**src/design/tws_ram.sv**
```systemverilog
// Generic single-write, single-read RAM with registered read data.
module tws_ram #(
    parameter int WIDTH = 8,
    parameter int DEPTH = 16
) (
    input  logic                     i_clk,
    input  logic                     i_we,
    input  logic [$clog2(DEPTH)-1:0] i_waddr,
    input  logic [WIDTH-1:0]         i_wdata,
    input  logic                     i_re,
    input  logic [$clog2(DEPTH)-1:0] i_raddr,
    output logic [WIDTH-1:0]         o_rdata
);

    logic [WIDTH-1:0] r_mem [DEPTH];
    logic [WIDTH-1:0] r_rdata;

    // Write port
    always_ff @(posedge i_clk) begin
        if (i_we) begin
            r_mem[i_waddr] <= i_wdata;
        end
    end

    // Read port, data held until the next read
    always_ff @(posedge i_clk) begin
        if (i_re) begin
            r_rdata <= r_mem[i_raddr];
        end
    end

    assign o_rdata = r_rdata;

endmodule

```
**config.mk**
```make
export PLATFORM = sky130hd
export DESIGN_NAME = tws_ram
export DESIGN_NICKNAME = d
export VERILOG_FILES = /design/src/design/tws_ram.sv
export SDC_FILE = /design/constraint.sdc
export NUM_CORES = 1
export LEC_CHECK = 0
export CORE_ASPECT_RATIO = 1.2
export CORE_MARGIN = 2
export CORE_UTILIZATION = 30
export CTS_BUF_LIST = sky130_fd_sc_hd__clkbuf_4
export DETAILED_ROUTE_END_ITERATION = 10
export DONT_BUFFER_PORTS = 1
export SYNTH_ARGS = -nofsm -noshare
export SYNTH_HDL_FRONTEND = slang
export SYNTH_SLANG_ARGS = --single-unit
```
**constraint.sdc**
```tcl
create_clock -name i_clk -period 2.57 [get_ports i_clk]
set_clock_uncertainty 0.15 [all_clocks]
set_input_delay 0.257 -clock i_clk [delete_from_list [all_inputs] [get_ports i_clk]]
set_output_delay 0.257 -clock i_clk [all_outputs]
set_load 0.05 [all_outputs]
```
==> metrics.json, run 1 <==
{
  "status": {"value": "complete, no violations"},
  "yosysUniqueCellTypes": {"value": 18},
  "first_global_vias": {"value": 2510},
  "cts_num_sinks": {"value": 136},
  "dr_total_vias": {"value": 2435},
  "clk_pin_slew": {"value": 0.11, "unit": "ns"},
  "min_to": {"value": "o_rdata[2]$_DFFE_PP_"},
  "hpwlAfterDp": {"value": 6210, "unit": "um"},
  "critical_path.reg2reg.endpoint": {"value": "o_rdata[4]$_DFFE_PP_"},
  "layout_common_cells": {"value": "edfxtp_1, mux4_2, clkbuf_4, dlygate4sd3_1, a22oi_1"},
  "crit_fanout": {"value": 1},
  "layout-area-overhead-vs-synth": {"value": 14.7, "unit": "%"},
  "drt_drc_violations_left": {"value": 0},
  "cts_inserted_buffers": {"value": 17},
  "setup.worst_path.end_class": {"value": "flop"},
  "grt_setup_unrepaired": {"value": "no"},
  "netlist_area": {"value": 0.00523, "unit": "sq mm"},
  "syn_avg_cell_area": {"value": 22.8, "unit": "sq um"},
  "fmaxAchievable": {"value": 0.483, "unit": "GHz"},
  "global_route.usage.met2": {"value": 16.8, "unit": "%"},
  "routabilityCongestion": {"value": 0.737},
  "clk_lat_worst_skew": {"value": 0.54, "unit": "ns"},
  "global_route.overflow_total": {"value": 0},
  "htree_num_levels": {"value": 4},
  "worst-path-buf-inv": {"value": 1},
  "critPathLaunchType": {"value": "flop"},
  "synth_seq_area_share": {"value": 78.1, "unit": "%"},
  "cp_data_required_time": {"value": 2.71, "unit": "ns"},
  "min_period": {"value": 2.07, "unit": "ns"},
  "dpl_cell_area": {"value": 0.00552, "unit": "sq mm"},
  "synth.largest_area_cell": {"value": "edfxtp_1"},
  "drt-vias-per-instance": {"value": 4.88},
  "maxSlewViolCount": {"value": 0},
  "fin_nets": {"value": 289},
  "antenna_left": {"value": 0},
  "rrSetupSlack": {"value": 0.50, "unit": "ns"},
  "boundaryPins": {"value": 27},
  "most_frequent_standard_cell_in_the_layout_excluding_fill_and_tap_cells": {"value": "edfxtp_1"},
  "largest_net_degree_at_the_start_of_global_routing": {"value": 26},
  "grt_first_pass_wirelength": {"value": 15500, "unit": "um"},
  "final_area": {"value": 0.00599, "unit": "sq mm"},
  "grt-busiest-layer": {"value": "met2"},
  "cts_post_setup_buffers_inserted": {"value": 0},
  "ctsRootBufferMaster": {"value": "clkbuf_4"},
  "globalRouteTotalUtil": {"value": 11.6, "unit": "%"},
  "mappedNetlistNets": {"value": 248},
  "cell_chain_of_the_critical_path": {"value": "mux4_1 -> dlygate4sd3_1 -> a22oi_1 -> nand2_1"},
  "placeable_core_region": {"value": 0.0170, "unit": "sq mm"},
  "data_arrival_time_of_the_worst_path": {"value": 2.21, "unit": "ns"},
  "setup_viol": {"value": 0},
  "rr_worst_depth": {"value": 4},
  "cts_tree": {"value": "done"},
  "postSynthRegisterBits": {"value": 136},
  "power.density_cell_area": {"value": 692, "unit": "mW/mm^2"},
  "synth.top_cells.by_area": {"value": "edfxtp_1, mux4_2, mux4_1, a22oi_1, nor2_1"},
  "yosys_warnings": {"value": 0},
  "worst_path_largest_cell_delay": {"value": 0.56, "unit": "ns"},
  "die-width": {"value": 125, "unit": "um"},
  "final_min_period_over_clock_period": {"value": 80.6, "unit": "%"},
  "globalRouteMet1Util": {"value": 15.8, "unit": "%"},
  "top_cell_family_by_delay_on_the_critical_path": {"value": "buffers and inverters"},
  "maxCapViolCount": {"value": 0},
  "hold_violations": {"value": 0},
  "hp-class": {"value": "in2reg"},
  "layout_cells_sized_above_1": {"value": 22.3, "unit": "%"},
  "dieArea": {"value": 0.0185, "unit": "sq mm"},
  "grtUsageMet3": {"value": 4.46, "unit": "%"},
  "finalWirelength": {"value": 10100, "unit": "um"},
  "post_synthesis_cells": {"value": 229},
  "timing.rr.start": {"value": "r_mem[9][4]$_DFFE_PP_"},
  "hold_depth": {"value": 3},
  "drt_first_pass_iters": {"value": 4},
  "hold_path_startpoint": {"value": "i_raddr[0]"},
  "fin_setup_tns": {"value": 0, "unit": "ns"},
  "leakage_power": {"value": 1.91, "unit": "nW"},
  "drt_iter0_drc": {"value": 193},
  "io_buffers": {"value": 0},
  "synth_top_area_share": {"value": 78.1, "unit": "%"},
  "max_slew.worst_pin.slew": {"value": 0.681, "unit": "ns"},
  "setup.worst_path.class": {"value": "reg2reg"},
  "ctsLongestPathBuffers": {"value": 2},
  "max-slew-margin-rel": {"value": 54.4, "unit": "%"},
  "number_of_placement_rows": {"value": 52},
  "power.ir.vdd_worst": {"value": 0.358, "unit": "mV"},
  "critPathSlowestCell": {"value": "dlygate4sd3_1"},
  "initial_utilization": {"value": 30.8, "unit": "%"},
  "wire_per_inst": {"value": 20.3, "unit": "um"},
  "die_y": {"value": 149, "unit": "um"},
  "grt_antenna_before_repair": {"value": 1}
}
-- worst reg2reg max path, stage by stage (launching register included) --
cell and delay (ns):
edfxtp_1 0.37, mux4_1 0.49, dlygate4sd3_1 0.56, a22oi_1 0.18, nand2_1 0.07
-- sequential cells by signal (all words and copies together), names as in the netlist --
register  flops
r_mem       128
o_rdata       8
-- synthesized netlist by cell type --
library cell / n
nand3b_1: 2
mux4_2: 18
or3b_2: 1
nand2b_1: 2
clkdlybuf4s25_2: 3
and2b_1: 1
nor2_1: 13
buf_4: 1
buf_6: 3
mux4_1: 14
and2_1: 1
nand2_1: 9
a22oi_1: 16
nand3_1: 1
nor3_1: 4
edfxtp_1: 136
nor2b_1: 1
buf_2: 3
-- where the power goes --
part / switching (mW) / internal, mW / total [mW]
clock: 0.741 / 0.658 / 1.40
combinational: 0.108 / 0.0938 / 0.202
sequential: 0.0510 / 2.50 / 2.55
total: 0.900 / 3.25 / 4.15
-- area by class of cell --
class                   count  area [sq um]
diodes                      1          2.50
clock buffers              17           128
clock inverters            14           158
fillers                  1552         11000
multi-input cells          83          1060
flip-flops and latches    136          4080
well taps                 216           270
repair buffers             32           295
-- layer usage --
metal  share of wire (%)  wire, um
met1                  45      4520
met2                  46      4640
met3                 7.3       743
met4                 2.2       219
met5                   0         0
-- timing repair --
item,in CTS,in global routing
gates resized for setup,0,0
setup endpoints to repair,0,0
hold buffers,18,0
hold endpoints to repair,179,0
-- kinds of logic (layout without fill, tap and decap cells) --
kind of cell	Yosys count	after routing	share of synthesized area [%]
AOI/OAI and AO/OA	16	16	2.30
buffers and inverters	10	63	1.65
DFF	136	136	78.1
muxes	32	32	14.8
other	0	1	0
and+or+nand+nor	35	35	3.14
-- through the flow --
step | util (%) | hold WS, ns | instances | power, mW | worst slack (ns)
floorplan | - | 0.206 | 229 | 2.72 | 0.670
global placement | 32.5 | 0.207 | 449 | 2.73 | 0.716
detailed placement | 32.5 | 0.207 | 449 | 2.74 | 0.702
CTS | 35.3 | 0.00423 | 498 | 4.20 | 0.501
global route | 35.3 | 0.0215 | 498 | 4.30 | 0.384
finish | 35.3 | 0.0435 | 499 | 4.15 | 0.500
-- worst max path at each step --
stage	startpoint	endpoint	slack, ns	cells past startpoint
2_1_floorplan	i_waddr[2]	r_mem[0][0]$_DFFE_PP_	0.67	2
3_3_place_gp	i_waddr[2]	r_mem[2][3]$_DFFE_PP_	0.72	2
3_5_place_dp	i_waddr[2]	r_mem[2][3]$_DFFE_PP_	0.70	2
4_1_cts	r_mem[9][4]$_DFFE_PP_	o_rdata[4]$_DFFE_PP_	0.50	4
5_1_grt	r_mem[9][4]$_DFFE_PP_	o_rdata[4]$_DFFE_PP_	0.38	4
6_report	r_mem[9][4]$_DFFE_PP_	o_rdata[4]$_DFFE_PP_	0.50	4
Note: power is estimated with default switching activity, not from simulation.
==> inputs of run 2 (changes only) <==
- clock period: 2.57 -> 1.7 ns (I/O delays scaled with it)
==> run 2 against run 1 <==
Compared with the run above:
- the flow now finishes with violations (negative hold slack, negative setup slack)
- first-iteration DRC count fell by 37%
- total power rose by 64%
- utilization rose by 1.2 points
==> metrics.json, run 2 (same netlist as run 1, synthesis figures left out) <==
{
  "status": {"value": "finished, violations left"},
  "failed_checks": {"value": "negative hold slack, negative setup slack"},
  "antenna_left": {"value": 0},
  "clk_pin_slew": {"value": 0.11, "unit": "ns"},
  "drt_iter0_drc": {"value": 121},
  "leakage_power": {"value": 1.98, "unit": "nW"},
  "crit_fanout": {"value": 8},
  "wire_per_inst": {"value": 20.1, "unit": "um"},
  "htree_num_levels": {"value": 4},
  "dr_total_vias": {"value": 2423},
  "number_of_placement_rows": {"value": 52},
  "worst_path_largest_cell_delay": {"value": 0.63, "unit": "ns"},
  "largest-register": {"value": "r_mem"},
  "layout_cells_sized_above_1": {"value": 28.6, "unit": "%"},
  "final_area": {"value": 0.00619, "unit": "sq mm"},
  "max_slew.worst_pin.slew": {"value": 0.581, "unit": "ns"},
  "maxSlewViolCount": {"value": 0},
  "dpl_worst_slack": {"value": 0.0358, "unit": "ns"},
  "drt_first_pass_iters": {"value": 4},
  "cts_tree": {"value": "done"},
  "finish.utilization": {"value": 36.5, "unit": "%"},
  "layout_common_cells": {"value": "edfxtp_1, mux4_2, dlygate4sd3_1"},
  "fmaxAchievable": {"value": 0.577, "unit": "GHz"},
  "placedCellCount": {"value": 454},
  "grt_setup_unrepaired": {"value": "yes"},
  "total_power": {"value": 6.82, "unit": "mW"},
  "max-slew-margin-rel": {"value": 61.1, "unit": "%"},
  "power.density_cell_area": {"value": 1100, "unit": "mW/mm^2"},
  "initial_utilization": {"value": 30.8, "unit": "%"},
  "critPathSlowestCell": {"value": "dlygate4sd3_1"},
  "drt_drc_violations_left": {"value": 0},
  "flip_flop_count_of_the_largest_register_after_layout": {"value": 128},
  "critPathLaunchType": {"value": "primary input"},
  "ctsRootBufferMaster": {"value": "clkbuf_4"},
  "instances_no_fill": {"value": 507},
  "setup_viol": {"value": 21},
  "finalWirelength": {"value": 10200, "unit": "um"},
  "hp-class": {"value": "in2reg"},
  "cp_data_required_time": {"value": 1.80, "unit": "ns"},
  "post-route-worst-setup-slack": {"value": -0.0323, "unit": "ns"},
  "largest_net_degree_at_the_start_of_global_routing": {"value": 33},
  "setup.worst_path.end_class": {"value": "flop"},
  "hold_violations": {"value": 8},
  "grt_first_pass_wirelength": {"value": 15800, "unit": "um"},
  "cell_chain_of_the_critical_path": {"value": "dlygate4sd3_1 -> nand3_1 -> dlygate4sd3_1 -> nor2_1 -> buf_4"},
  "power.ir.vdd_worst": {"value": 0.527, "unit": "mV"},
  "io_buffers": {"value": 0},
  "die_y": {"value": 149, "unit": "um"},
  "die-width": {"value": 125, "unit": "um"},
  "ctsLongestPathBuffers": {"value": 2},
  "globalRouteTotalUtil": {"value": 11.8, "unit": "%"},
  "min_period": {"value": 1.73, "unit": "ns"},
  "placeable_core_region": {"value": 0.0170, "unit": "sq mm"},
  "fin_nets": {"value": 296},
  "top_cell_family_by_delay_on_the_critical_path": {"value": "buffers and inverters"},
  "cts_inserted_buffers": {"value": 17},
  "most_frequent_standard_cell_in_the_layout_excluding_fill_and_tap_cells": {"value": "edfxtp_1"},
  "cts_num_sinks": {"value": 136},
  "first_global_vias": {"value": 2621},
  "maxCapViolCount": {"value": 0},
  "fin_setup_tns": {"value": -0.268, "unit": "ns"},
  "hpwlAfterDp": {"value": 6360, "unit": "um"},
  "cp_common_cell": {"value": "dlygate4sd3_1"},
  "worst-path-buf-inv": {"value": 3},
  "setup.worst_path.class": {"value": "in2reg"},
  "dieArea": {"value": 0.0185, "unit": "sq mm"},
  "layout-area-overhead-vs-synth": {"value": 18.5, "unit": "%"},
  "routabilityCongestion": {"value": 0.741},
  "final_min_period_over_clock_period": {"value": 102, "unit": "%"},
  "timing.hold.ws": {"value": -0.0949, "unit": "ns"},
  "drt-vias-per-instance": {"value": 4.78},
  "dpl_cell_area": {"value": 0.00556, "unit": "sq mm"},
  "data_arrival_time_of_the_worst_path": {"value": 1.83, "unit": "ns"},
  "global_route.overflow_total": {"value": 0},
  "grt_antenna_before_repair": {"value": 2},
  "clk_lat_worst_skew": {"value": 0.54, "unit": "ns"},
  "boundaryPins": {"value": 27}
}
==> run 2: changes by cell type in the layout (fill, tap and decap cells not counted), moves of 2 or more <==
cell | previous run | this run
nor2_2 | 0 | 2
clkinv_1 | 2 | 0
buf_6 | 0 | 3
nor3_1 | 4 | 2
clkinv_2 | 4 | 2
a22oi_1 | 16 | 10
a22oi_2 | 0 | 6
nor3_2 | 0 | 2
nor2_1 | 13 | 11
buf_4 | 14 | 17
bufinv_16 | 3 | 6
==> run 2: layer usage <==
layer | wire [um] | GRT usage, %
met1 | 4520 | 14.8
met5 | 12 | 0
met4 | 151 | 4.38
met2 | 5040 | 18.8
met3 | 482 | 4.24
==> run 2: worst paths after layout <==
kind                               start                endpoint  slack (ns)  cells past startpoint
hold reg to reg   r_mem[15][2]$_DFFE_PP_    o_rdata[2]$_DFFE_PP_        0.60                      3
setup reg to reg   r_mem[0][2]$_DFFE_PP_    o_rdata[2]$_DFFE_PP_        0.08                      3
hold / removal                i_raddr[0]    o_rdata[2]$_DFFE_PP_       -0.09                      3
setup / recovery                    i_we  r_mem[14][2]$_DFFE_PP_       -0.03                      5
==> run 2: power breakdown <==
| part | switching [mW] | total, mW | internal, mW |
|---|---|---|---|
| Sequential | 0.0794 | 3.85 | 3.77 |
| Clock | 1.18 | 2.65 | 1.47 |
| Combinational | 0.169 | 0.323 | 0.154 |
==> run 2: worst min-delay path, stage by stage <==
cell and delay, ns:
mux4_2 0.20, a22oi_1 0.06, nand2_1 0.05
==> run 2: what timing repair did <==
item,in CTS,in global routing
setup endpoints to repair,0,30
hold buffers,19,1
setup buffers,0,1
resized for setup,0,13
hold endpoints to repair,272,16
==> run 2: area by class of cell <==
type	count	area, sq um
Fill cell	1543	10800
Sequential cell	136	4080
Multi-Input combinational cell	83	1100
Timing Repair Buffer	39	362
Tap cell	216	270
Clock inverter	15	248
Clock buffer	17	128
Antenna cell	1	2.50
==> inputs of run 3 (changes only) <==
- CTS_BUF_LIST: sky130_fd_sc_hd__clkbuf_4 -> sky130_fd_sc_hd__clkbuf_8
- HOLD_SLACK_MARGIN: default -> 0.06
==> run 3 against run 2 <==
Compared with the run above:
- the flow finishes with violations (negative hold slack)
- die area is the same
- final area fell by 0.16%
- utilization down 0.059 points
- sequential power is essentially flat
- combinational power shrank 11%
- wire length shrank 0.13%
- fmax increased by 7.0%
- critical endpoint is now o_rdata[2]$_DFFE_PP_
- via count shrank 0.66%
- largest cell class unchanged
==> metrics.json, run 3 (same netlist as run 1, synthesis figures left out) <==
{
  "dr_total_vias": {"value": 2407},
  "drt_iter0_drc": {"value": 138},
  "post-route-worst-setup-slack": {"value": 0.0817, "unit": "ns"},
  "dieArea": {"value": 0.0185, "unit": "sq mm"},
  "fin_nets": {"value": 287},
  "largest_net_degree_at_the_start_of_global_routing": {"value": 33},
  "worst_path_largest_cell_delay": {"value": 0.52, "unit": "ns"},
  "power.ir.vdd_worst": {"value": 0.591, "unit": "mV"},
  "final_min_period_over_clock_period": {"value": 95.2, "unit": "%"},
  "crit_fanout": {"value": 1},
  "data_arrival_time_of_the_worst_path": {"value": 1.67, "unit": "ns"},
  "power.density_cell_area": {"value": 1180, "unit": "mW/mm^2"},
  "dpl_worst_slack": {"value": 0.0358, "unit": "ns"},
  "number_of_placement_rows": {"value": 52},
  "failed_checks": {"value": "negative hold slack"},
  "grt_first_pass_wirelength": {"value": 15800, "unit": "um"},
  "total_power": {"value": 7.29, "unit": "mW"},
  "setup.worst_path.class": {"value": "reg2reg"},
  "drt-vias-per-instance": {"value": 4.84},
  "max-slew-margin-rel": {"value": 59.0, "unit": "%"},
  "antenna_left": {"value": 0},
  "drt_drc_violations_left": {"value": 0},
  "critPathSlowestCell": {"value": "mux4_1"},
  "die_y": {"value": 149, "unit": "um"},
  "boundaryPins": {"value": 27},
  "cp_data_required_time": {"value": 1.75, "unit": "ns"},
  "layout_cells_sized_above_1": {"value": 28.1, "unit": "%"},
  "htree_num_levels": {"value": 4},
  "fmaxAchievable": {"value": 0.618, "unit": "GHz"},
  "flip_flop_count_of_the_largest_register_after_layout": {"value": 128},
  "cts_inserted_buffers": {"value": 17},
  "setup.worst_path.end_class": {"value": "flop"},
  "p_int": {"value": 5.81, "unit": "mW"},
  "cts_tree": {"value": "done"},
  "hold_violations": {"value": 6},
  "first_global_vias": {"value": 2642},
  "timing.hold.ws": {"value": -0.0558, "unit": "ns"},
  "grt_antenna_before_repair": {"value": 1},
  "globalRouteTotalUtil": {"value": 11.8, "unit": "%"},
  "critPathLaunchType": {"value": "flop"},
  "global_route.overflow_total": {"value": 0},
  "initial_utilization": {"value": 30.8, "unit": "%"},
  "io_buffers": {"value": 0},
  "ctsRootBufferMaster": {"value": "clkbuf_8"},
  "most_frequent_standard_cell_in_the_layout_excluding_fill_and_tap_cells": {"value": "edfxtp_1"},
  "maxSlewViolCount": {"value": 0},
  "grt_setup_unrepaired": {"value": "no"},
  "min_period": {"value": 1.62, "unit": "ns"},
  "routabilityCongestion": {"value": 0.741},
  "largest-register": {"value": "r_mem"},
  "finalWirelength": {"value": 10200, "unit": "um"},
  "layout_common_cells": {"value": "edfxtp_1, mux4_2, buf_4"},
  "clkPwrFrac": {"value": 43.2, "unit": "%"},
  "clk_lat_worst_skew": {"value": 0.44, "unit": "ns"},
  "hold_buffers": {"value": 11},
  "leakage_power": {"value": 1.99, "unit": "nW"},
  "setup_viol": {"value": 0},
  "num_antenna_cells": {"value": 0},
  "cts_post_setup_buffers_inserted": {"value": 0},
  "max_slew.worst_pin.slew": {"value": 0.613, "unit": "ns"},
  "cell_chain_of_the_critical_path": {"value": "mux4_1 -> a22oi_2 -> nand2_1"},
  "ctsLongestPathBuffers": {"value": 2},
  "die-width": {"value": 125, "unit": "um"},
  "status": {"value": "finished, violations left"},
  "cts_num_sinks": {"value": 136},
  "hp-class": {"value": "in2reg"},
  "wire_per_inst": {"value": 20.5, "unit": "um"},
  "p_sw_share": {"value": 20.2, "unit": "%"},
  "maxCapViolCount": {"value": 0},
  "fin_setup_tns": {"value": 0, "unit": "ns"},
  "combPwrFrac": {"value": 3.9, "unit": "%"},
  "hpwlAfterDp": {"value": 6360, "unit": "um"},
  "placeable_core_region": {"value": 0.0170, "unit": "sq mm"},
  "layout-area-overhead-vs-synth": {"value": 18.3, "unit": "%"},
  "power.sequential.fraction": {"value": 52.9, "unit": "%"},
  "clk_pin_slew": {"value": 0.07, "unit": "ns"},
  "drt_first_pass_iters": {"value": 4},
  "total_switching_power": {"value": 1.47, "unit": "mW"}
}
==> run 3: cell types whose count changed in the layout (fill, tap and decap cells not counted) <==
cell / delta
a22oi_1: -1
a22oi_2: +1
buf_12: -1
buf_4: +2
buf_6: -3
clkbuf_4: -17
clkbuf_8: +17
diode_2: -1
dlygate4sd3_1: -7
nor2_1: +2
nor2_2: -2
nor3_1: +1
nor3_2: -1
==> run 3: path summary, 6_finish.rpt <==
kind,to,slack [ns],startpoint,cells after the start
setup / recovery,o_rdata[2]$_DFFE_PP_,0.08,r_mem[0][2]$_DFFE_PP_,3
hold / removal,o_rdata[4]$_DFFE_PP_,-0.06,i_raddr[1],3
hold reg to reg,o_rdata[2]$_DFFE_PP_,0.60,r_mem[15][2]$_DFFE_PP_,3
setup reg to reg,o_rdata[2]$_DFFE_PP_,0.08,r_mem[0][2]$_DFFE_PP_,3
==> run 3: metal layers <==
metal / up-vias / global-route usage (%) / wire length, um / share of wire (%)
li1: 1060 / - / - / -
met1: 1258 / 14.5 / 4370 / 43
met2: 69 / 19.0 / 4990 / 49
met3: 18 / 4.50 / 668 / 6.6
met4: 2 / 4.72 / 157 / 1.5
met5: - / 0 / 11 / 0.11
==> run 3: metrics by stage <==
step,cells,area (sq um),util [%]
finish,497,6180,36.4
global route,497,6180,36.4
CTS,497,6150,36.2
detailed placement,454,5560,32.7
global placement,454,5560,32.7
floorplan,229,5230,-
==> run 3: final cells by class <==
class | instances | area, sq um
fill | 1544 | 10800
sequential | 136 | 4080
multi-input combinational | 83 | 1090
tap | 216 | 270
timing repair buffer | 30 | 253
clock inverter | 15 | 248
clock buffer | 17 | 234
==> run 3: repair_timing <==
item / in CTS / in global routing
endpoints found under the setup margin: 0 / 6
gates resized for setup: 0 / 8
endpoints found under the hold margin: 176 / 8
==> run 3: critical path, delay by kind of cell, from the launching register on <==
family	cells	cell delay, ns
simple gates	1	0.07
compound gates	1	0.26
mux	1	0.52
flops	1	0.37
==> run 3: power by group through the flow <==
stage	logic (mW)	registers [mW]	clock network, mW
3_3_place_gp	0.209	3.93	0
4_1_cts	0.278	3.86	3.23
2_1_floorplan	0.191	3.92	0
3_5_place_dp	0.208	3.93	0
6_report	0.286	3.86	3.15
5_1_grt	0.313	3.86	3.34
